<file path="src/design/htesp_pkg.sv">
`default_nettype none

package htesp_pkg;

   // table geometry
   localparam int INDEX_BITS_DEF = 16;
   localparam int CHECK_W        = 64;
   localparam int DATA_W         = 42;
   localparam int MEM_W          = CHECK_W + DATA_W;

   // field widths
   localparam int SCORE_W = 18;
   localparam int MATE_W  = 17;
   localparam int SQ_W    = 6;
   localparam int TYPE_W  = 4;
   localparam int FLAG_W  = 2;
   localparam int DEPTH_W = 6;
   localparam int PLY_W   = 7;

   // stream payload widths
   localparam int REQ_DATA_W = 120;
   localparam int RSP_DATA_W = 48;

   // data word layout
   localparam int TO_LSB    = 0;
   localparam int FROM_LSB  = 6;
   localparam int TYPE_LSB  = 12;
   localparam int SCORE_LSB = 16;
   localparam int DEPTH_LSB = 34;
   localparam int FLAG_LSB  = 40;

   // response payload bit positions
   localparam int RSP_HIT_BIT     = 0;
   localparam int RSP_WRITTEN_BIT = 1;

   // operation codes
   localparam logic FUNC_PROBE = 1'b0;
   localparam logic FUNC_STORE = 1'b1;

   // register indexes
   localparam int           CSR_IDX_W        = 2;
   localparam int           CSR_DATA_W       = 18;
   localparam logic [1:0]   REG_SCORE_OFFSET = 2'd0;
   localparam logic [1:0]   REG_MATE_SCORE   = 2'd1;
   localparam logic [1:0]   REG_MATE_MARGIN  = 2'd2;
   localparam logic [1:0]   REG_REJECT_MAG   = 2'd3;

   // register reset values
   localparam logic [SCORE_W-1:0] SCORE_OFFSET_RST = 18'd100000;
   localparam logic [MATE_W-1:0]  MATE_SCORE_RST   = 17'd50000;
   localparam logic [MATE_W-1:0]  MATE_MARGIN_RST  = 17'd1000;
   localparam logic [MATE_W-1:0]  REJECT_MAG_RST   = 17'd120000;

   typedef struct packed {
      logic [SCORE_W-1:0] score_offset;
      logic [MATE_W-1:0]  mate_score;
      logic [MATE_W-1:0]  mate_margin;
      logic [MATE_W-1:0]  reject_mag;
   } cfg_type;

   // one request in flight at the memory output
   typedef struct packed {
      logic                      func;
      logic [CHECK_W-1:0]        key;
      logic [FLAG_W-1:0]         flag;
      logic [DEPTH_W-1:0]        depth;
      logic [PLY_W-1:0]          ply;
      logic signed [SCORE_W-1:0] score;
      logic [SQ_W-1:0]           move_from;
      logic [SQ_W-1:0]           move_to;
      logic [TYPE_W-1:0]         move_type;
   } req_type;

   // decoded probe result
   typedef struct packed {
      logic                      hit;
      logic [FLAG_W-1:0]         flag;
      logic [DEPTH_W-1:0]        depth;
      logic signed [SCORE_W-1:0] score;
      logic [SQ_W-1:0]           from;
      logic [SQ_W-1:0]           to;
      logic [TYPE_W-1:0]         mtype;
   } prb_type;

   // signed mate threshold: mate_score - mate_margin
   function automatic logic signed [18:0] mate_thr(input cfg_type cfg);
      logic signed [18:0] ms;
      logic signed [18:0] mm;
      ms = $signed({2'b00, cfg.mate_score});
      mm = $signed({2'b00, cfg.mate_margin});
      return ms - mm;
   endfunction

   // move a mate score away from zero by ply on store, back on read
   function automatic logic signed [19:0] mate_adj(input logic signed [19:0] s,
                                                   input logic [PLY_W-1:0] ply,
                                                   input logic signed [18:0] thr,
                                                   input logic to_store);
      logic signed [19:0] thr_w;
      logic signed [19:0] nthr_w;
      logic signed [19:0] ply_w;
      logic signed [19:0] res;
      thr_w  = $signed({thr[18], thr});
      nthr_w = -thr_w;
      ply_w  = $signed({13'b0, ply});
      if (s >= thr_w) begin
         res = to_store ? s + ply_w : s - ply_w;
      end else if (s <= nthr_w) begin
         res = to_store ? s - ply_w : s + ply_w;
      end else begin
         res = s;
      end
      return res;
   endfunction

endpackage

`default_nettype wire

</file>
<file path="src/design/htesp_clear.sv">
`default_nettype none

module htesp_clear #(
   parameter int INDEX_BITS = htesp_pkg::INDEX_BITS_DEF
) (
   input  wire logic                  clock,
   input  wire logic                  reset,
   output logic                       busy,
   output logic [INDEX_BITS-1:0]      addr
);
   import htesp_pkg::*;

   logic                  busy_ff;
   logic                  busy_in;
   logic [INDEX_BITS-1:0] addr_ff;
   logic [INDEX_BITS-1:0] addr_in;

   // sweep every entry once after reset
   always_comb begin
      busy_in = busy_ff;
      addr_in = addr_ff;
      if (busy_ff) begin
         addr_in = addr_ff + INDEX_BITS'(1);
         if (addr_ff == {INDEX_BITS{1'b1}}) begin
            busy_in = 1'b0;
         end
      end
   end

   always_ff @(posedge clock) begin
      if (reset) begin
         busy_ff <= 1'b1;
         addr_ff <= '0;
      end else begin
         busy_ff <= busy_in;
         addr_ff <= addr_in;
      end
   end

   assign busy = busy_ff;
   assign addr = addr_ff;

endmodule

`default_nettype wire

</file>
<file path="config.mk">
export PLATFORM = sky130hd
export DESIGN_NAME = htesp_clear
export DESIGN_NICKNAME = d
export VERILOG_FILES = /design/src/design/htesp_pkg.sv /design/src/design/htesp_clear.sv
export SDC_FILE = /design/constraint.sdc
export NUM_CORES = 1
export LEC_CHECK = 0
export BUFFER_PORTS_ARGS = -buffer_cell sky130_fd_sc_hd__buf_2
export CAP_MARGIN = 15
export CELL_PAD_IN_SITES_DETAIL_PLACEMENT = 1
export CELL_PAD_IN_SITES_GLOBAL_PLACEMENT = 2
export CORE_MARGIN = 1.5
export CORE_UTILIZATION = 31
export CTS_BUF_LIST = sky130_fd_sc_hd__clkbuf_4 sky130_fd_sc_hd__clkbuf_8
export CTS_CLUSTER_SIZE = 25
export DETAILED_ROUTE_END_ITERATION = 7
export MAX_ROUTING_LAYER = met4
export PLACE_DENSITY_LB_ADDON = 0.1
export REMOVE_ABC_BUFFERS = 1
export SETUP_SLACK_MARGIN = 0.02
export SYNTH_ARGS = -nofsm -noshare
export SYNTH_HDL_FRONTEND = slang
export SYNTH_SLANG_ARGS = --single-unit
</file>
<file path="constraint.sdc">
create_clock -name clock -period 1.8 [get_ports clock]
set_input_delay 0.09 -clock clock [delete_from_list [all_inputs] [get_ports clock]]
set_output_delay 0.09 -clock clock [all_outputs]
set_load 0.03 [all_outputs]
</file>
* Word level (Yosys, flattened, before mapping)
Cells that the tools add are included.
** Word-level totals
- Bits in registers :: 17
- Latch bits :: 0
- Memory bits (writable) :: 0
- ROM bits :: 0
- Bits of input ports :: 2
- Memories :: 0
** Operators by class
- Add/subtract/negate cells :: 1
- $mul :: 0
- Divide/modulo/power cells :: 0
- Magnitude comparators :: 0
- Equal/unequal tests :: 1
- Shift-type cells :: 0
- Muxes and demuxes :: 2
- Bitwise gates (word level) :: 0
- Reductions and logical operators :: 0
** Operators with widths (number)
- adder 16 x 1 -> 16 bit, second input constant :: 1
- == test 16 bit, second input constant :: 1
- 2-to-1 mux 1 bit :: 2

* Longest topological paths before layout
- Depth in word-level cells :: 3
- Gate-level depth with buffers :: 5
- Mapped depth without buffers :: 5

* Least setup slack after synthesis
Ideal clock, no wire load.
- Path type :: flip-flop to flip-flop
- Start point :: register addr_ff[0], in the netlist addr[0]
- End point :: register addr_ff[14], in the netlist addr[14]
- Arrival :: 1561 ps
- Required time :: 1730 ps
- Path slack :: 169 ps
- Cell stages (with the launch flop) :: 6
- Period minus slack after synthesis :: 1631 ps
- Cell sequence :: dfxtp_1 > ha_1 > and3_1 > nand3_2 > or3_1 > a21oi_1
** On the way
- Cells in the longest elaborated chain, start to end :: 1
** RTL lines
- start, declared :: line htesp_clear.sv:15 : logic [INDEX_BITS-1:0] addr_ff;
- start signal, assigned :: line htesp_clear.sv:36 : addr_ff <= addr_in;
- adder 16 x 1 -> 16 bit :: line htesp_clear.sv:23 : addr_in = addr_ff + INDEX_BITS'(1);
No other way between the ends.
A chain may end at the register's enable or synchronous reset.

* Final worst setup path
Same ends and word-level chain as after synthesis.

==> summary.md <==
| Metric | Value |
|---|---|
| Total gr overflow | `0` |
| Postcts setup bufs | `0` |
| Slowest cell on crit path | `dfxtp_1` |
| Area leader, netlist | `dfxtp_1` |
| Area after DPL | `between 800 and 900 um^2` |
| Top cells by count, synth | `dfxtp_1 (17), nor2_1 (13), xor2_1 (10)` |
| Hold path start | `reset` |
| CP peak stage delay | `0.39 ns` |
| Endpoints failing setup | `0` |
| FMAX | `0.6437 GHz` |
| Worst path cell trace | `ha_1 -> and3_1 -> nand3_2 -> or3_1 -> a21oi_1` |
| Worst-path clk slew | `about 0.1 ns` |
| Worst-path fanout max | `5` |
| Layout cells sized above 1 | `~26%` |
| Worst rel slew slack | `77.17%` |
| Syn Inst Count | `82` |
| Die area | `0.002700 mm^2` |
| Die Width | `51.97 um` |
| Vias in the first global route | `approximately 630` |
| Seq/Total Area, Yosys | `45.79%` |
| Top_reg_cell synth | `dfxtp_1` |
| Core area | `0.002233 mm^2` |
| Sink Count | `17` |
| Post-route cell area | `885.9 um^2` |
| ANT cells | `0` |
| Die Y | `51.97 um` |
| Setup TNS | `0 ns` |
| Seq cells post-synth | `17` |
| Via-to-Cell Ratio | `4.814` |
| Critical Path Start Type | `flop` |
| Leakage | `0.3873 nW` |
| Setup Skew | `0.002084 ns` |
| First-pass GRT wire length | `2.904 mm` |
| Yosys warnings | `0` |
| Syn Area/Cell | `9.064 um^2` |
| Worst Setup End Kind | `flop` |
| CTS tree | `built` |
| Synth-to-Final Area Change | `19.19%` |
| Critical Path RT | `2.02 ns` |
| Ratio of final minimum period to clock period | `86.31%` |
| Netlist cell types | `20` |
| Final nets | `about 110` |
| RSZ-0062 raised after global routing | `no` |
| Largest net degree at the start of global routing | `18` |
| Synth Cell Area | `743.2 um^2` |
| WP data arrival | `1.77 ns` |
| Starting Density | `33.28%` |
| Post-synth EDFFs | `0` |
| MaxCap Viol Count | `0` |
| Site Rows | `17` |
| Antenna-violating nets left | `0` |
| Ranking of synthesized cells by area | `dfxtp_1 (46%), xor2_1 (12%), nor2_1 (6.6%)` |
| Share of the synthesized area in the top cell type | `45.79%` |
| Residual DRC | `0` |
| Hold_buf cts | `0` |
| Count of input and output buffers | `18` |
| Critical path class | `reg2reg` |
| 1st-iter DRT viols | `1` |
| CTS H-tree lvls | `1` |
| Post-Route WL | `1.556 mm` |
| Min Tclk post-route | `about 1.6 ns` |
| Top-level I/O count | `19` |
| Initial antenna violation count | `0` |
| Worst Max-Slew Pin Slew | `0.3419 ns` |
| DR vias | `621` |
| Clk_lat worst skew | `0.28 ns` |
| HP Class | `in2reg` |
| GRT Util Overall | `between 10% and 20%` |
| Critical path origin | `addr[0]` |
| Max Root-Sink Buffers | `2` |
| Slew Limit Fails | `0` |
| Most common cell in the synthesized netlist | `dfxtp_1` |
| Drt wl/cell | `roughly 12 um` |
| Final hold violation count | `0` |
| DP HPWL | `around 1.2 mm` |
| CTS resizes | `0` |
| GPL Wtd Cong | `a little over 0.7` |
| Async S/R FF share, synth | `0%` |
| Outcome | `finished clean` |
| Total CTS buffers | `3` |
| R2r startpoint | `addr[0]` |
| Clock root buffer | `clkbuf_4` |
| Max VDD drop | `between 0.0003 and 0.0004 V` |
| Pwr dens | `~720 mW/mm^2` |
| First-pass DRT Iterations | `3` |
## per-stage QoR
step                worst slack (ns)  std cells  hold slack [ns]  power, mW  utilization (%)
detailed placement            0.2410        125           0.4698     0.4335            38.32
finish                        0.2465        129           0.1618     0.6404            39.66
global route                  0.1149        129           0.1690     0.6804            39.66
CTS                           0.2243        129           0.1646     0.6564            39.66
floorplan                     0.1473         77           0.1591     0.4181                -
global placement              0.3136        125           0.4633     0.4327            38.32
## critical path: cells and delay by family, from the launching register on
kind / cells / cell delay (ns)
AND/OR/NAND/NOR: 3 / 0.76
flip-flops: 1 / 0.39
adder cells (fa/ha/maj): 1 / 0.20
AO/OA/AOI/OAI: 1 / 0.15
## layout by cell type, fill, tap and decap left out
cell type,count
and3_1,3
ha_1,1
a21oi_1,3
nand3_1,3
nand3_2,2
buf_4,2
nand2b_1,1
nor2_1,13
or3_1,3
mux2i_1,1
xor2_1,10
nand4_1,6
dfxtp_1,17
buf_2,18
and4_1,3
o21ai_0,4
nand2_1,4
xnor2_1,2
and2_1,1
clkbuf_4,4
## path summary, 6_finish.rpt
check             endpoint  slack [ns]  cells past startpoint
setup / recovery  addr[14]        0.25                      5
setup reg to reg  addr[14]        0.25                      5
hold reg to reg   addr[15]        0.52                      2
hold / removal     addr[0]        0.16                      2
## report_power, final
| part | switching, mW | internal (mW) | leakage [nW] |
|---|---|---|---|
| logic | 0.0247 | 0.0115 | 0.231 |
| clock network | 0.116 | 0.101 | 0.0184 |
| registers | 0.00567 | 0.382 | 0.138 |
## cell type report
type	instances	area, um^2
repair buffers	20	105.1
multi-input cells	60	375.4
well taps	28	35.03
fillers	280	1348
clock buffers	4	30.03
flip-flops and latches	17	340.3
## cell families after synthesis
| logic type | share of synthesized area [%] |
|---|---|
| buf+inv | 3.703 |
| fa+ha+maj | 1.683 |
| xor+xnor | 14.14 |
| mux | 1.347 |
| simple gates | 28.62 |
| compound gates | 4.713 |
| flops | 45.79 |
## flip-flops by register name, summed over array words and instances (netlist names)
register  count
addr         16
busy          1
## per-layer routing
layer,track usage [%],vias to the layer above,share of wire [%]
li1,-,320,-
met1,19.75,288,50
met4,5.263,0,1.2
met5,-,-,0
met3,3.448,2,3.5
met2,21.94,11,45
Note: power is estimated with default switching activity, not from simulation.
