--- src/design/htesp_pkg.sv ---
`default_nettype none

package htesp_pkg;

   // table geometry
   localparam int INDEX_BITS_DEF = 16;
   localparam int CHECK_W        = 64;
   localparam int DATA_W         = 42;
   localparam int MEM_W          = CHECK_W + DATA_W;

   // field widths
   localparam int SCORE_W = 18;
   localparam int MATE_W  = 17;
   localparam int SQ_W    = 6;
   localparam int TYPE_W  = 4;
   localparam int FLAG_W  = 2;
   localparam int DEPTH_W = 6;
   localparam int PLY_W   = 7;

   // stream payload widths
   localparam int REQ_DATA_W = 120;
   localparam int RSP_DATA_W = 48;

   // data word layout
   localparam int TO_LSB    = 0;
   localparam int FROM_LSB  = 6;
   localparam int TYPE_LSB  = 12;
   localparam int SCORE_LSB = 16;
   localparam int DEPTH_LSB = 34;
   localparam int FLAG_LSB  = 40;

   // response payload bit positions
   localparam int RSP_HIT_BIT     = 0;
   localparam int RSP_WRITTEN_BIT = 1;

   // operation codes
   localparam logic FUNC_PROBE = 1'b0;
   localparam logic FUNC_STORE = 1'b1;

   // register indexes
   localparam int           CSR_IDX_W        = 2;
   localparam int           CSR_DATA_W       = 18;
   localparam logic [1:0]   REG_SCORE_OFFSET = 2'd0;
   localparam logic [1:0]   REG_MATE_SCORE   = 2'd1;
   localparam logic [1:0]   REG_MATE_MARGIN  = 2'd2;
   localparam logic [1:0]   REG_REJECT_MAG   = 2'd3;

   // register reset values
   localparam logic [SCORE_W-1:0] SCORE_OFFSET_RST = 18'd100000;
   localparam logic [MATE_W-1:0]  MATE_SCORE_RST   = 17'd50000;
   localparam logic [MATE_W-1:0]  MATE_MARGIN_RST  = 17'd1000;
   localparam logic [MATE_W-1:0]  REJECT_MAG_RST   = 17'd120000;

   typedef struct packed {
      logic [SCORE_W-1:0] score_offset;
      logic [MATE_W-1:0]  mate_score;
      logic [MATE_W-1:0]  mate_margin;
      logic [MATE_W-1:0]  reject_mag;
   } cfg_type;

   // one request in flight at the memory output
   typedef struct packed {
      logic                      func;
      logic [CHECK_W-1:0]        key;
      logic [FLAG_W-1:0]         flag;
      logic [DEPTH_W-1:0]        depth;
      logic [PLY_W-1:0]          ply;
      logic signed [SCORE_W-1:0] score;
      logic [SQ_W-1:0]           move_from;
      logic [SQ_W-1:0]           move_to;
      logic [TYPE_W-1:0]         move_type;
   } req_type;

   // decoded probe result
   typedef struct packed {
      logic                      hit;
      logic [FLAG_W-1:0]         flag;
      logic [DEPTH_W-1:0]        depth;
      logic signed [SCORE_W-1:0] score;
      logic [SQ_W-1:0]           from;
      logic [SQ_W-1:0]           to;
      logic [TYPE_W-1:0]         mtype;
   } prb_type;

   // signed mate threshold: mate_score - mate_margin
   function automatic logic signed [18:0] mate_thr(input cfg_type cfg);
      logic signed [18:0] ms;
      logic signed [18:0] mm;
      ms = $signed({2'b00, cfg.mate_score});
      mm = $signed({2'b00, cfg.mate_margin});
      return ms - mm;
   endfunction

   // move a mate score away from zero by ply on store, back on read
   function automatic logic signed [19:0] mate_adj(input logic signed [19:0] s,
                                                   input logic [PLY_W-1:0] ply,
                                                   input logic signed [18:0] thr,
                                                   input logic to_store);
      logic signed [19:0] thr_w;
      logic signed [19:0] nthr_w;
      logic signed [19:0] ply_w;
      logic signed [19:0] res;
      thr_w  = $signed({thr[18], thr});
      nthr_w = -thr_w;
      ply_w  = $signed({13'b0, ply});
      if (s >= thr_w) begin
         res = to_store ? s + ply_w : s - ply_w;
      end else if (s <= nthr_w) begin
         res = to_store ? s - ply_w : s + ply_w;
      end else begin
         res = s;
      end
      return res;
   endfunction

endpackage

`default_nettype wire

--- src/design/htesp_pack.sv ---
`default_nettype none

module htesp_pack (
   input  wire htesp_pkg::cfg_type               cfg,
   input  wire logic [htesp_pkg::CHECK_W-1:0]    key,
   input  wire logic [htesp_pkg::FLAG_W-1:0]     flag,
   input  wire logic [htesp_pkg::DEPTH_W-1:0]    depth,
   input  wire logic [htesp_pkg::PLY_W-1:0]      ply,
   input  wire logic signed [htesp_pkg::SCORE_W-1:0] score,
   input  wire logic [htesp_pkg::SQ_W-1:0]       move_from,
   input  wire logic [htesp_pkg::SQ_W-1:0]       move_to,
   input  wire logic [htesp_pkg::TYPE_W-1:0]     move_type,
   output logic      [htesp_pkg::DATA_W-1:0]     data,
   output logic      [htesp_pkg::CHECK_W-1:0]    check,
   output logic                                  write_ok
);
   import htesp_pkg::*;

   logic signed [19:0]   score_w;
   logic signed [19:0]   mag;
   logic signed [19:0]   adj;
   logic [SCORE_W-1:0]   packed_score;

   // drop a store whose magnitude equals the fail score
   assign score_w  = $signed({{2{score[SCORE_W-1]}}, score});
   assign mag      = score_w[19] ? -score_w : score_w;
   assign write_ok = (mag != $signed({3'b000, cfg.reject_mag}));

   // mate adjust, add offset, keep the low bits
   assign adj = mate_adj(score_w, ply, mate_thr(cfg), 1'b1)
                + $signed({2'b00, cfg.score_offset});
   assign packed_score = adj[SCORE_W-1:0];

   assign data  = {flag, depth, packed_score, move_type, move_from, move_to};
   assign check = key ^ {{(CHECK_W-DATA_W){1'b0}}, data};

endmodule

`default_nettype wire

--- config.mk ---
export PLATFORM = sky130hd
export DESIGN_NAME = htesp_pack
export DESIGN_NICKNAME = d
export VERILOG_FILES = /design/src/design/htesp_pkg.sv /design/src/design/htesp_pack.sv
export SDC_FILE = /design/constraint.sdc
export NUM_CORES = 1
export LEC_CHECK = 0
export BUFFER_PORTS_ARGS = -buffer_cell sky130_fd_sc_hd__clkbuf_2
export CORE_AREA = 3 3 111 113
export DETAILED_ROUTE_END_ITERATION = 16
export DIE_AREA = 0 0 114 116
export GPL_TIMING_DRIVEN = 0
export PLACE_DENSITY = 0.79
export SLEW_MARGIN = 15
export SYNTH_ARGS = -nofsm -noshare
export SYNTH_HDL_FRONTEND = slang
export SYNTH_SLANG_ARGS = --single-unit
--- constraint.sdc ---
create_clock -name vclk -period 14.8
set_input_delay 1.48 -clock vclk [all_inputs]
set_output_delay 1.48 -clock vclk [all_outputs]
set_load 0.02 [all_outputs]
# After elaboration in Yosys (flattened, before gate mapping)

Index checks and enable logic that the tools add are counted.

Flip-flop bits (word level): 0
Latch bits: 0
Memory bits (writable): 0
Bits in read-only memories: 0
Bits of input ports: 182
Output and inout port bits: 107
Memories: 0

$add $sub $neg: 6
Multipliers: 0
Divide/modulo/power cells: 0
Order comparisons: 2
Equal/unequal tests: 1
Shifts and indexed selects: 0
Mux-type cells: 3
Bitwise operators: 1
Reductions and logical operators: 0

Operators by type and width:

| kind           | number |
|---|---|
| $xor 64x42->64 | 1 |
| $neg 18->20    | 2 |
| $mux 18        | 2 |
| $le 18x20->1   | 1 |
| $mux 20        | 1 |
| $ne 20x18->1   | 1 |
| $add 18x18->18 | 1 |
| $add 18x8->18  | 1 |
| $ge 18x18->1   | 1 |
| $sub 17x17->18 | 1 |
| $sub 18x8->18  | 1 |

# Depth between registers and ports, before layout

Depth after elaboration: 7
Gate-level depth with buffers: 32
Depth with buffers taken out: 32

# Worst setup path after synthesis

Ideal clock, no wire load.

Kind: input port to output port
From: input cfg[34] (netlist name)
To: output check[33] (netlist name)
Arrival time: 7.875 ns
Slack: 5.445 ns
Cell stages on the path: 31
Path buffers: 0
Path through: inv_1 ha_1 fa_1 nand2b_1 a21oi_1 o21ai_4 xnor2_1 or4_4 nor2_8 nand3_4 nor3_2 xnor2_1 ha_1 nand4_1 nor4_1 o21ai_1 and3_1 o21ai_4 nand3b_1 a21o_1 o21ai_0 xor2_1 ha_1 a21o_1 a21oi_1 nor2b_1 a31oi_1 a211oi_1 nor2_1 a211oi_2 xnor3_1

Longest elaborated chain between the ends: 7

RTL lines:

| what               | RTL line         | RTL |
|---|---|---|
| start: declaration | htesp_pack.sv:4  | `input wire htesp_pkg::cfg_type cfg,` |
| $sub 17x17->18 *   | htesp_pkg.sv:91  | `return ms - mm;` |
| $neg 18->20        | htesp_pkg.sv:104 | `nthr_w = -thr_w;` |
| $le 18x20->1       | htesp_pkg.sv:108 | `end else if (s <= nthr_w) begin` |
| $mux 18            | htesp_pkg.sv:108 |  |
| $mux 18 *          | htesp_pkg.sv:106 | `if (s >= thr_w) begin` |
| $add 18x18->18 *   | htesp_pack.sv:31 | `+ $signed({2'b00, cfg.score_offset});` |
| $xor 64x42->64 *   | htesp_pack.sv:35 | `assign check = key ^ {{(CHECK_W-DATA_W){1'b0}}, data};` |
| end: declaration   | htesp_pack.sv:14 | `output logic [htesp_pkg::CHECK_W-1:0] check,` |

Every way passes the cells marked *; elsewhere a longest branch is shown, timed or not.

# Final worst setup path

Same ends and word-level chain as after synthesis.

==> metrics.yaml <==
die_area_um2: 13220
fin_setup_tns_ns: 0
cap_violations: 0
power.leakage_nw: 3.517
status: "completed"
setup_viol: 0
yosysMostFrequentCell: "ha_1"
cp_max_fo: 10
synth_cells: 682
post-route-util_pct: 56.89
wl_per_cell_um: 12.58
rsz0062_at_grt: "false"
routabilityCongestion: 0.8968
synth.yosys.seq_area_share_pct: 0
antenna_left: 0
n_clock_buffer: 0
finalMaxSlewViolations: 0
drt_iter0_drc: 165
initial_core_util_pct: 43.62
synth.avg_cell_area_um2: 7.304
io-pin-count: 289
maxSlewHeadroom_pct: 62.66
fmax_mhz: 93.79
worst_path_max_delay_cell: "nor3_1"
first_pass_iters: 6
hold_viol_final: 0
rows: 39
synth_nets: 955
grt_start_max_net_pins: 11
cts_hold_buf: 0
yosysWarnings: 0
io_buffers: 267
routed_wirelength_um: 13730
die_width_um: 114
place_ws_ns: 4.175
hp-class: "in -> out"
critPathLaunchType: "input pin"
critPathCaptureType: "primary output"
grt_first_pass_wirelength_um: 21670
synth_area_um2: 4981
design.seq.count: 0
post-route-min-period_ns: 10.66
crit_required_ns: 13.32
register_area_um2: 0
synthToLayoutAreaGrowth_pct: 30.42
cp_common_cell: "ha_1"
design_area_um2: 6496
crit_type: "in -> out"
post_cts_resized: 0
vias_per_cell: 5.091
setup_ws_ns: 4.138
worstPathArrival_ns: 9.18
synth_top_area_cell: "ha_1"
finalCritPeriodShare_pct: 72.04
ir_drop_mv: 0.08885
grt_overflow: 0
finish.net_count: 1224
grt_pass1_vias: 5053
coreArea_um2: 11420
p_per_area_nw_per_um2: 73.80
vias: 5559
cts_setup_buffers: 0
yosys-top-cells-count: "ha_1 (87), xor2_1 (72), inv_1 (57)"
final_layout_size_suffix_gt1_share_pct: 34.88
synth_area_leaders: "ha_1 (22%), xor2_1 (13%), xnor2_1 (9.0%), buf_4 (6.9%), a21oi_1 (4.7%)"
antennaDiodeCount: 0
antenna_found_initial: 0
yosysTopAreaCellShare_pct: 21.85
grt.total_usage_pct: 18.81
worst_pin_slew_ns: 0.5582
dp_hpwl_um: 12470
ys_types: 62
drc_errors: 0
postPlaceCellArea_um2: 6496
slowest_delay_ns: 0.48
die_h_um: 116
[worst max-delay path, delay by kind of cell]
kind | cells | cell delay, ns
simple gates | 10 | 2.60
compound gates | 13 | 2.94
fa+ha+maj | 4 | 1.21
xor+xnor | 3 | 0.67
buf+inv | 3 | 0.27
[power by group]
group          switching (W)  total (W)  internal [W]
logic               0.000288   0.000479      0.000192
registers                  0          0             0
clock network              0          0             0
[metrics by stage]
step	instances	hold slack (ns)	power, W
final	1092	3.184	0.0004794
after floorplan	682	3.073	0.0003448
after global placement	1092	3.185	0.0004719
after detailed placement	1092	3.185	0.0004807
after global routing	1092	3.188	0.0005300
after CTS	1092	3.185	0.0004822
[path summary, 6_finish.rpt]
kind  startpoint        end  depth (start not counted)
max      cfg[34]  check[33]                         33
min      key[54]  check[54]                          2
[layout by cell type (no fill, tap or decap), types with 3 or more instances in the layout]
cell type / count
a211oi_1: 5
o31a_1: 3
fa_1: 4
o211ai_1: 10
or3_1: 6
and3_1: 5
nor3_1: 9
or2_2: 4
nor2b_1: 7
a221o_1: 3
nor4_1: 5
nand2_1: 45
a21o_1: 23
nand2b_1: 11
o32ai_1: 5
clkbuf_1: 11
clkbuf_2: 267
nand4b_1: 3
nand3_1: 13
o21a_1: 7
ha_1: 87
o31ai_1: 4
a31oi_1: 7
o22ai_1: 9
nand4_1: 14
inv_1: 57
xnor2_1: 51
xor2_1: 72
buf_4: 46
o21bai_1: 7
a21oi_1: 47
o21ai_0: 23
nor2_1: 42
[per-layer routing]
layer  global-route usage (%)  routed length (µm)  part of all wire, %  vias up
li1                         -                   -                    -     2914
met1                    22.54                5573                   41     2462
met2                    37.98                7225                   53      172
met3                   0.7833                 792                  5.8       11
met4                    1.821                 142                  1.0        0
met5                        0                   0                    0        -
[area by class of cell]
class                      count  area (µm²)
fill                        1119        4922
multi-input combinational    568        4380
timing repair buffer         267        1336
buffer                        57       386.6
inverter                      57       214.0
tap                          143       178.9
[kinds of logic (layout without fill, tap and decap cells)]
| group | Yosys count | in the layout | synth area share (%) |
|---|---|---|---|
| AO/OA/AOI/OAI | 171 | 171 | 23.03 |
| XOR/XNOR | 124 | 124 | 22.08 |
| adder cells (fa/ha/maj) | 91 | 91 | 23.46 |
| buffers and inverters | 114 | 381 | 12.06 |
| multiplexers | 1 | 1 | 0.2010 |
| AND/OR/NAND/NOR | 181 | 181 | 19.17 |
(Power assumes the default switching activity.)
