==> src/design/htesp_pkg.sv <==
`default_nettype none

package htesp_pkg;

   // table geometry
   localparam int INDEX_BITS_DEF = 16;
   localparam int CHECK_W        = 64;
   localparam int DATA_W         = 42;
   localparam int MEM_W          = CHECK_W + DATA_W;

   // field widths
   localparam int SCORE_W = 18;
   localparam int MATE_W  = 17;
   localparam int SQ_W    = 6;
   localparam int TYPE_W  = 4;
   localparam int FLAG_W  = 2;
   localparam int DEPTH_W = 6;
   localparam int PLY_W   = 7;

   // stream payload widths
   localparam int REQ_DATA_W = 120;
   localparam int RSP_DATA_W = 48;

   // data word layout
   localparam int TO_LSB    = 0;
   localparam int FROM_LSB  = 6;
   localparam int TYPE_LSB  = 12;
   localparam int SCORE_LSB = 16;
   localparam int DEPTH_LSB = 34;
   localparam int FLAG_LSB  = 40;

   // response payload bit positions
   localparam int RSP_HIT_BIT     = 0;
   localparam int RSP_WRITTEN_BIT = 1;

   // operation codes
   localparam logic FUNC_PROBE = 1'b0;
   localparam logic FUNC_STORE = 1'b1;

   // register indexes
   localparam int           CSR_IDX_W        = 2;
   localparam int           CSR_DATA_W       = 18;
   localparam logic [1:0]   REG_SCORE_OFFSET = 2'd0;
   localparam logic [1:0]   REG_MATE_SCORE   = 2'd1;
   localparam logic [1:0]   REG_MATE_MARGIN  = 2'd2;
   localparam logic [1:0]   REG_REJECT_MAG   = 2'd3;

   // register reset values
   localparam logic [SCORE_W-1:0] SCORE_OFFSET_RST = 18'd100000;
   localparam logic [MATE_W-1:0]  MATE_SCORE_RST   = 17'd50000;
   localparam logic [MATE_W-1:0]  MATE_MARGIN_RST  = 17'd1000;
   localparam logic [MATE_W-1:0]  REJECT_MAG_RST   = 17'd120000;

   typedef struct packed {
      logic [SCORE_W-1:0] score_offset;
      logic [MATE_W-1:0]  mate_score;
      logic [MATE_W-1:0]  mate_margin;
      logic [MATE_W-1:0]  reject_mag;
   } cfg_type;

   // one request in flight at the memory output
   typedef struct packed {
      logic                      func;
      logic [CHECK_W-1:0]        key;
      logic [FLAG_W-1:0]         flag;
      logic [DEPTH_W-1:0]        depth;
      logic [PLY_W-1:0]          ply;
      logic signed [SCORE_W-1:0] score;
      logic [SQ_W-1:0]           move_from;
      logic [SQ_W-1:0]           move_to;
      logic [TYPE_W-1:0]         move_type;
   } req_type;

   // decoded probe result
   typedef struct packed {
      logic                      hit;
      logic [FLAG_W-1:0]         flag;
      logic [DEPTH_W-1:0]        depth;
      logic signed [SCORE_W-1:0] score;
      logic [SQ_W-1:0]           from;
      logic [SQ_W-1:0]           to;
      logic [TYPE_W-1:0]         mtype;
   } prb_type;

   // signed mate threshold: mate_score - mate_margin
   function automatic logic signed [18:0] mate_thr(input cfg_type cfg);
      logic signed [18:0] ms;
      logic signed [18:0] mm;
      ms = $signed({2'b00, cfg.mate_score});
      mm = $signed({2'b00, cfg.mate_margin});
      return ms - mm;
   endfunction

   // move a mate score away from zero by ply on store, back on read
   function automatic logic signed [19:0] mate_adj(input logic signed [19:0] s,
                                                   input logic [PLY_W-1:0] ply,
                                                   input logic signed [18:0] thr,
                                                   input logic to_store);
      logic signed [19:0] thr_w;
      logic signed [19:0] nthr_w;
      logic signed [19:0] ply_w;
      logic signed [19:0] res;
      thr_w  = $signed({thr[18], thr});
      nthr_w = -thr_w;
      ply_w  = $signed({13'b0, ply});
      if (s >= thr_w) begin
         res = to_store ? s + ply_w : s - ply_w;
      end else if (s <= nthr_w) begin
         res = to_store ? s - ply_w : s + ply_w;
      end else begin
         res = s;
      end
      return res;
   endfunction

endpackage

`default_nettype wire

==> src/design/htesp_unpack.sv <==
`default_nettype none

module htesp_unpack (
   input  wire htesp_pkg::cfg_type            cfg,
   input  wire logic [htesp_pkg::CHECK_W-1:0] key,
   input  wire logic [htesp_pkg::PLY_W-1:0]   ply,
   input  wire logic [htesp_pkg::MEM_W-1:0]   word,
   output htesp_pkg::prb_type                 prb
);
   import htesp_pkg::*;

   logic [DATA_W-1:0]  data;
   logic [CHECK_W-1:0] check;
   logic signed [19:0] raw;
   logic signed [19:0] adj;

   assign data  = word[DATA_W-1:0];
   assign check = word[MEM_W-1:DATA_W];

   // remove offset, then read a mate score back by ply
   assign raw = $signed({2'b00, data[SCORE_LSB +: SCORE_W]})
                - $signed({2'b00, cfg.score_offset});
   assign adj = mate_adj(raw, ply, mate_thr(cfg), 1'b0);

   always_comb begin
      prb.hit   = ((check ^ {{(CHECK_W-DATA_W){1'b0}}, data}) == key);
      prb.flag  = data[FLAG_LSB +: FLAG_W];
      prb.depth = data[DEPTH_LSB +: DEPTH_W];
      prb.score = adj[SCORE_W-1:0];
      prb.from  = data[FROM_LSB +: SQ_W];
      prb.to    = data[TO_LSB +: SQ_W];
      prb.mtype = data[TYPE_LSB +: TYPE_W];
   end

endmodule

`default_nettype wire

==> config.mk <==
export PLATFORM = sky130hd
export DESIGN_NAME = htesp_unpack
export DESIGN_NICKNAME = d
export VERILOG_FILES = /design/src/design/htesp_pkg.sv /design/src/design/htesp_unpack.sv
export SDC_FILE = /design/constraint.sdc
export NUM_CORES = 1
export LEC_CHECK = 0
export ABC_AREA = 1
export ABC_CLOCK_PERIOD_IN_PS = 5700
export BUFFER_PORTS_ARGS = -buffer_cell sky130_fd_sc_hd__buf_4
export CAP_MARGIN = 20
export CORE_UTILIZATION = 51
export DETAILED_ROUTE_END_ITERATION = 7
export PLACE_DENSITY_LB_ADDON = 0.2
export RECOVER_POWER = 25
export SYNTH_ARGS = -nofsm -noshare
export SYNTH_HDL_FRONTEND = slang
export SYNTH_SLANG_ARGS = --single-unit
export TNS_END_PERCENT = 5
==> constraint.sdc <==
create_clock -name vclk -period 5.7
set_input_delay 1.14 -clock vclk [all_inputs]
set_output_delay 1.14 -clock vclk [all_outputs]
set_load 0.01 [all_outputs]
### Yosys cells after proc, flatten, opt, wreduce, memory -nomap -nowiden

Cells that the tools add are included.

* register bits: 0
* input bits: 246
* output and inout bits: 43

* bitwise logic cells: 1
* mux-type cells: 2
* eq/ne operators: 1
* $lt $le $gt $ge: 2
* $add $sub $neg: 5

Operators by type and width (count)
* $eq A64 B64 Y1: 1
* $xor A64 B42 Y64: 1
* $mux W18: 2
* $le A19 B20 Y1: 1
* $neg A18 Y20: 1
* $ge A19 B18 Y1: 1
* $sub A18 B18 Y19: 1
* $add A18 B8 Y18: 1
* $sub A17 B17 Y18: 1
* $sub A18 B8 Y18: 1

### Logic depth before layout (Yosys ltp)

Gate-level depths: netlist of the first run.

* depth after elaboration: 5
* mapped depth: 32

### Worst setup path before layout of the first run

Ideal clock, no wire load.

* path kind: input -> output
* start: in cfg[34] (netlist bit)
* end: out prb[27] (netlist bit)
* data required time: 4560 ps
* stages: 26
* arrival time: 4377 ps
* path slack: 183 ps
* buffers on the path: 1
* cell sequence: inv_1 ha_1 fa_1 nand3b_1 nand2_2 nand3_2 nand2_2 nand2_1 nand2_1 nand2_1 nor3_2 nand2_1 xor2_1 ha_1 nand2_1 nor2_1 nand2_1 nor2_1 nand2_1 nand3_1 nand2_1 nand3_2 buf_6 nand2_1 o21ai_2 xor2_1

RTL lines
* start, declared: line htesp_unpack.sv:4 `input wire htesp_pkg::cfg_type cfg,`
* end, declared: line htesp_unpack.sv:8 `output htesp_pkg::prb_type prb`

==> flow_metrics.py, run 1 <==
metrics = {
    "status": {
        "run_status": "finished with violations",
        "failing_checks": "setup timing",
    },
    "place": {
        "dpl.hpwl_um": 20500,
        "final_weighted_congestion_in_routability_driven_placement": 0.932,
        "pre_cts_slack_ns": -0.574,
        "port_buffers": 272,
    },
    "min_path": {
        "worst_hold_path.num_cells": 2,
        "worstHoldEndpoint": "prb[37]",
        "worstHoldStart": "word[37]",
        "timing.hold.worst.class": "in2out",
    },
    "yosys": {
        "yosys.cell_types.count": 43,
        "syn-num-nets": 1470,
        "yosysWarningCount": 0,
        "synth-seq-area-share_pct": 0,
        "synth.cell_area_um2": 6550,
        "cell_taking_the_most_area_after_synthesis": "nand2_1",
        "synth_top_cell_area_share_pct": 18.1,
        "synth_cells": 1132,
        "synth.top_cells.by_area": "nand2_1, ha_1, inv_1, xnor2_1, xor2_1",
        "synthesis.area_per_instance_um2": 5.78,
    },
    "setup_path": {
        "worst_path_most_repeated_cell": "nand2_2",
        "worstSetupEndpointType": "output pin",
        "slowest_stage": "fa_2",
        "crit_family": "simple AND/OR/NAND/NOR gates",
        "critical_path_peak_fanout": 5,
        "start_kind": "primary input",
        "cp.arrival_ns": 4.97,
        "criticalPathCategory": "in2out",
        "critical-path-max-stage-delay_ns": 0.34,
        "required_ns": 4.56,
        "critical_path_buf_inv_count": 3,
    },
    "cells_and_area": {
        "number_of_clock_buffers_in_the_layout": 0,
        "drive_gt1_share_pct": 34.7,
        "numSequentialCells": 0,
        "layout.cells.most_common_list": "buf_4, nand2_1, inv_1",
        "regArea_um2": 0,
        "finish.net_count": 1855,
        "flow.area_growth_from_synthesis_pct": 50.0,
        "utilization_pct": 78.2,
        "mostFrequentLayoutCell": "buf_4",
    },
    "floorplan": {
        "initial_cell_density_of_the_core_pct": 52.1,
        "die-width_um": 115,
        "core_area_um2": 12600,
        "num_rows": 41,
        "boundaryPins": 289,
        "die_height_um": 115,
        "floorplan.die_area_um2": 13300,
    },
    "clocking": {
        "post_cts_hold_buffer_count": 0,
    },
    "grt": {
        "overflow": 0,
        "grt_pass1_wl_um": 35400,
        "grt_antenna_before_repair": 2,
        "grt_max_degree": 12,
        "grt_usage_pct": 33.2,
        "vias_in_the_first_global_route": 8155,
    },
    "timing": {
        "drv_slew": 0,
        "max-slew-margin-rel_pct": 71.1,
        "setup_violations": 18,
        "setup_slack_ns": -0.405,
        "tightest_slew_ns": 0.433,
        "timing.fmax_ghz": 0.164,
        "min_period_over_period_pct": 107,
        "final_hold_viol_count": 0,
        "grt_setup_unrepaired": "true",
        "final_period_minus_worst_setup_slack_ns": 6.11,
        "sum_neg_setup_slack_ns": -6.34,
    },
    "route": {
        "dr.pass1.iters": 7,
        "number_of_remaining_drc_errors": 0,
        "routed-via-count": 8559,
        "postRouteWirelength_um": 23000,
        "drt-initial-drc-count": 428,
        "drt-vias-per-instance": 5.07,
        "detail_route.wl_per_cell_um": 13.6,
        "route.antenna.remaining_nets": 0,
    },
    "power_and_ir_drop": {
        "power_density_nw_per_um2": 174,
        "power.ir.vdd_worst_v": 0.000115,
        "report.power.total_mw": 1.71,
        "p_leak_nw": 5.53,
    },
    "job": {
        "max_cap_viols": 0,
    },
}
## routing by layer
layer	global-route usage [%]	up-vias	wire [um]
li1	-	4373	-
met1	39.5	3854	9430
met2	60.6	287	11000
met3	6.27	45	1850
met4	8.74	0	636
met5	0	-	0
## worst max path at each step
stage,from,to,cells after the start
final,cfg[17],prb[17],25
after global routing,cfg[17],prb[32],31
after CTS,cfg[17],prb[27],26
after detailed placement,cfg[17],prb[32],32
after global placement,cfg[17],prb[29],29
after floorplan,cfg[34],prb[27],26
## cells by family after synthesis
family          count (synthesis)  share of synthesized area (%)
fa+ha+maj                      92                           18.0
compound gates                107                           9.15
simple gates                  594                           41.5
xor+xnor                      132                           17.9
buf+inv                       207                           13.4
## cell type report
cell class | instances | area, um^2
Antenna cell | 2 | 5.00
Fill cell | 1047 | 2750
Inverter | 177 | 664
Multi-Input combinational cell | 926 | 5860
Tap cell | 172 | 215
Timing Repair Buffer | 412 | 3080
## power by group
group          internal (mW)  switching, mW
registers                  0              0
clock network   0.0000000471              0
logic                  0.787          0.920
## through the flow
stage	hold WS [ns]	instance area (um^2)	instances
finish	2.47	9820	1689
global route	2.49	9820	1687
CTS	2.47	9720	1684
detailed placement	2.47	9590	1679
global placement	2.47	9590	1679
floorplan	2.37	6550	1132
## Yosys cell counts (all sizes together)
cell type,count
o21bai,2
nand3b,6
buf,29
nand4,32
o21a,1
nor3,18
clkbuf,1
nand2,350
nor2,87
a21boi,1
nor4b,1
xor2,63
inv,176
and3,1
and2,2
fa,4
xnor2,69
a21o,3
nor3b,4
ha,88
clkinv,1
a31oi,2
nand3,77
o21ai,38
or2,12
o31ai,3
nor4,4
a21oi,53
o211ai,4
## what timing repair did
action                     in CTS  in global routing
setup endpoints to repair      18                 18
buffers inserted                4                  3
pin swaps                      18                 21
gates cloned                    1                  0
gates resized for setup        29                 23
No activity file was read; power rests on OpenSTA's default activity.
==> run 2: changes to the inputs <==
--- a/config.mk
+++ b/config.mk
@@ -6,7 +6,7 @@
 export NUM_CORES = 1
 export LEC_CHECK = 0
 export ABC_AREA = 1
-export ABC_CLOCK_PERIOD_IN_PS = 5700
+export ABC_CLOCK_PERIOD_IN_PS = 6600
 export BUFFER_PORTS_ARGS = -buffer_cell sky130_fd_sc_hd__buf_4
 export CAP_MARGIN = 20
 export CORE_UTILIZATION = 51
==> constraint.sdc (replaced) <==
create_clock -name vclk -period 6.6
set_input_delay 1.32 -clock vclk [all_inputs]
set_output_delay 1.32 -clock vclk [all_outputs]
set_load 0.01 [all_outputs]
==> run 2 against run 1 <==
The flow now finishes without violations. Largest power group unchanged. Setup slack better by 0.47 ns. Die area did not move. First-iteration DRC count is 14% lower. Sequential cell count is the same. Highest routed layer unchanged. Routed wire length decreased by 5.0%. Cell count is 5.3% lower. Total power shrank 19%. Worst hold slack better by 0.36 ns. Combinational power down 19%. Design area fell by 7.1%. Sequential share of layout area did not move.
==> flow_metrics.py, run 2 (synthesis gave the netlist of run 1 again) <==
metrics = {
    "cells_and_area": {
        "finalInstanceArea_um2": 9130,
        "mostFrequentLayoutCell": "buf_4",
        "finish.net_count": 1764,
        "number_of_clock_buffers_in_the_layout": 0,
        "flow.area_growth_from_synthesis_pct": 39.4,
        "utilization_pct": 72.6,
        "numSequentialCells": 0,
        "count_of_filler_cells_inserted_in_the_layout": 1148,
        "regArea_um2": 0,
        "layout.cells.most_common_list": "buf_4, nand2_1, inv_1",
        "drive_gt1_share_pct": 30.2,
    },
    "floorplan": {
        "boundaryPins": 289,
        "die-width_um": 115,
        "floorplan.die_area_um2": 13300,
        "die_height_um": 115,
        "num_rows": 41,
        "core_area_um2": 12600,
        "initial_cell_density_of_the_core_pct": 52.1,
    },
    "place": {
        "placedInstanceArea_um2": 8930,
        "port_buffers": 272,
        "dpl.hpwl_um": 19500,
        "final_weighted_congestion_in_routability_driven_placement": 0.923,
        "pre_cts_slack_ns": -0.0987,
    },
    "route": {
        "dr.pass1.iters": 5,
        "drt-initial-drc-count": 370,
        "route.antenna.remaining_nets": 0,
        "postRouteWirelength_um": 21800,
        "detail_route.wl_per_cell_um": 13.6,
        "routed-via-count": 8129,
        "number_of_remaining_drc_errors": 0,
        "drt-vias-per-instance": 5.08,
    },
    "grt": {
        "grt_pass1_wl_um": 33100,
        "grt_max_degree": 23,
        "grt_usage_pct": 31.0,
        "grt_antenna_before_repair": 4,
        "vias_in_the_first_global_route": 7501,
        "overflow": 0,
    },
    "power_and_ir_drop": {
        "report.power.total_mw": 1.38,
        "p_leak_nw": 5.07,
        "power.ir.vdd_worst_v": 0.000104,
        "power_density_nw_per_um2": 151,
    },
    "timing": {
        "final_period_minus_worst_setup_slack_ns": 6.54,
        "tightest_slew_ns": 0.632,
        "final_hold_viol_count": 0,
        "max-slew-margin-rel_pct": 57.7,
        "min_period_over_period_pct": 99.0,
        "drv_slew": 0,
        "setup_violations": 0,
        "setup_slack_ns": 0.0649,
        "timing.fmax_ghz": 0.153,
        "grt_setup_unrepaired": "true",
    },
    "setup_path": {
        "worstSetupEndpointType": "output pin",
        "cp.arrival_ns": 5.22,
        "critical_path_peak_fanout": 7,
        "criticalPathCategory": "in2out",
        "required_ns": 5.28,
        "start_kind": "primary input",
    },
    "job": {
        "max_cap_viols": 0,
    },
    "status": {
        "run_status": "finished clean",
    },
    "min_path": {
        "timing.hold.worst.class": "in2out",
    },
}
## run 2: path summary, 6_finish.rpt
check | end | start | slack (ns) | cells past startpoint
setup / recovery | prb[23] | cfg[34] | 0.06 | 26
hold / removal | prb[41] | word[41] | 2.83 | 2
## run 2: metal layers
layer | GRT usage [%] | vias up | wire, um
li1 | - | 4182 | -
met1 | 39.2 | 3625 | 9330
met2 | 54.9 | 282 | 10300
met3 | 4.22 | 40 | 1620
met4 | 8.40 | 0 | 523
met5 | 0 | - | 0
## run 2: stage by stage
step / cells / hold slack, ns / TNS [ns]
after floorplan: 1132 / 2.73 / 0
after global placement: 1591 / 2.83 / -0.0712
after detailed placement: 1591 / 2.83 / -0.602
after CTS: 1594 / 2.83 / 0
after global routing: 1598 / 2.85 / -2.10
final: 1600 / 2.83 / 0
## run 2: timing repair
item,CTS,global route
hold buffers,0,0
buffers inserted,3,1
gates cloned,0,1
hold endpoints to repair,0,0
endpoints found under the setup margin,14,18
pin swaps,1,26
gates resized for setup,6,41
## run 2: worst max-delay path: stages
cell,delay [ns]
buf_6,0.07
inv_4,0.03
ha_4,0.15
fa_2,0.38
nand3b_1,0.18
nand2_2,0.13
a21o_1,0.19
nand2_1,0.08
nand2_2,0.10
nand4_1,0.17
nor2_2,0.22
nand3_2,0.09
xor2_1,0.15
ha_1,0.33
nand2_2,0.10
inv_2,0.03
nand2_1,0.05
nand2_1,0.06
a21oi_2,0.21
nand4_1,0.22
nand3_4,0.23
buf_6,0.13
nand2_1,0.05
o21ai_2,0.12
xor2_1,0.21
buf_4,0.16
## run 2: power breakdown
group	switching [mW]	leakage [nW]	internal (mW)
Sequential	0	0	0
Clock	0	0.0000254	0.0000000814
Combinational	0.768	5.07	0.610
Total	0.768	5.07	0.610
## run 2: area by class of cell
type,instances,area [um^2],area share [%]
Multi-Input combinational cell,926,5810,63.6
Timing Repair Buffer,321,2430,26.6
Inverter,177,671,7.35
Tap cell,172,215,2.36
Antenna cell,4,10.0,0.110
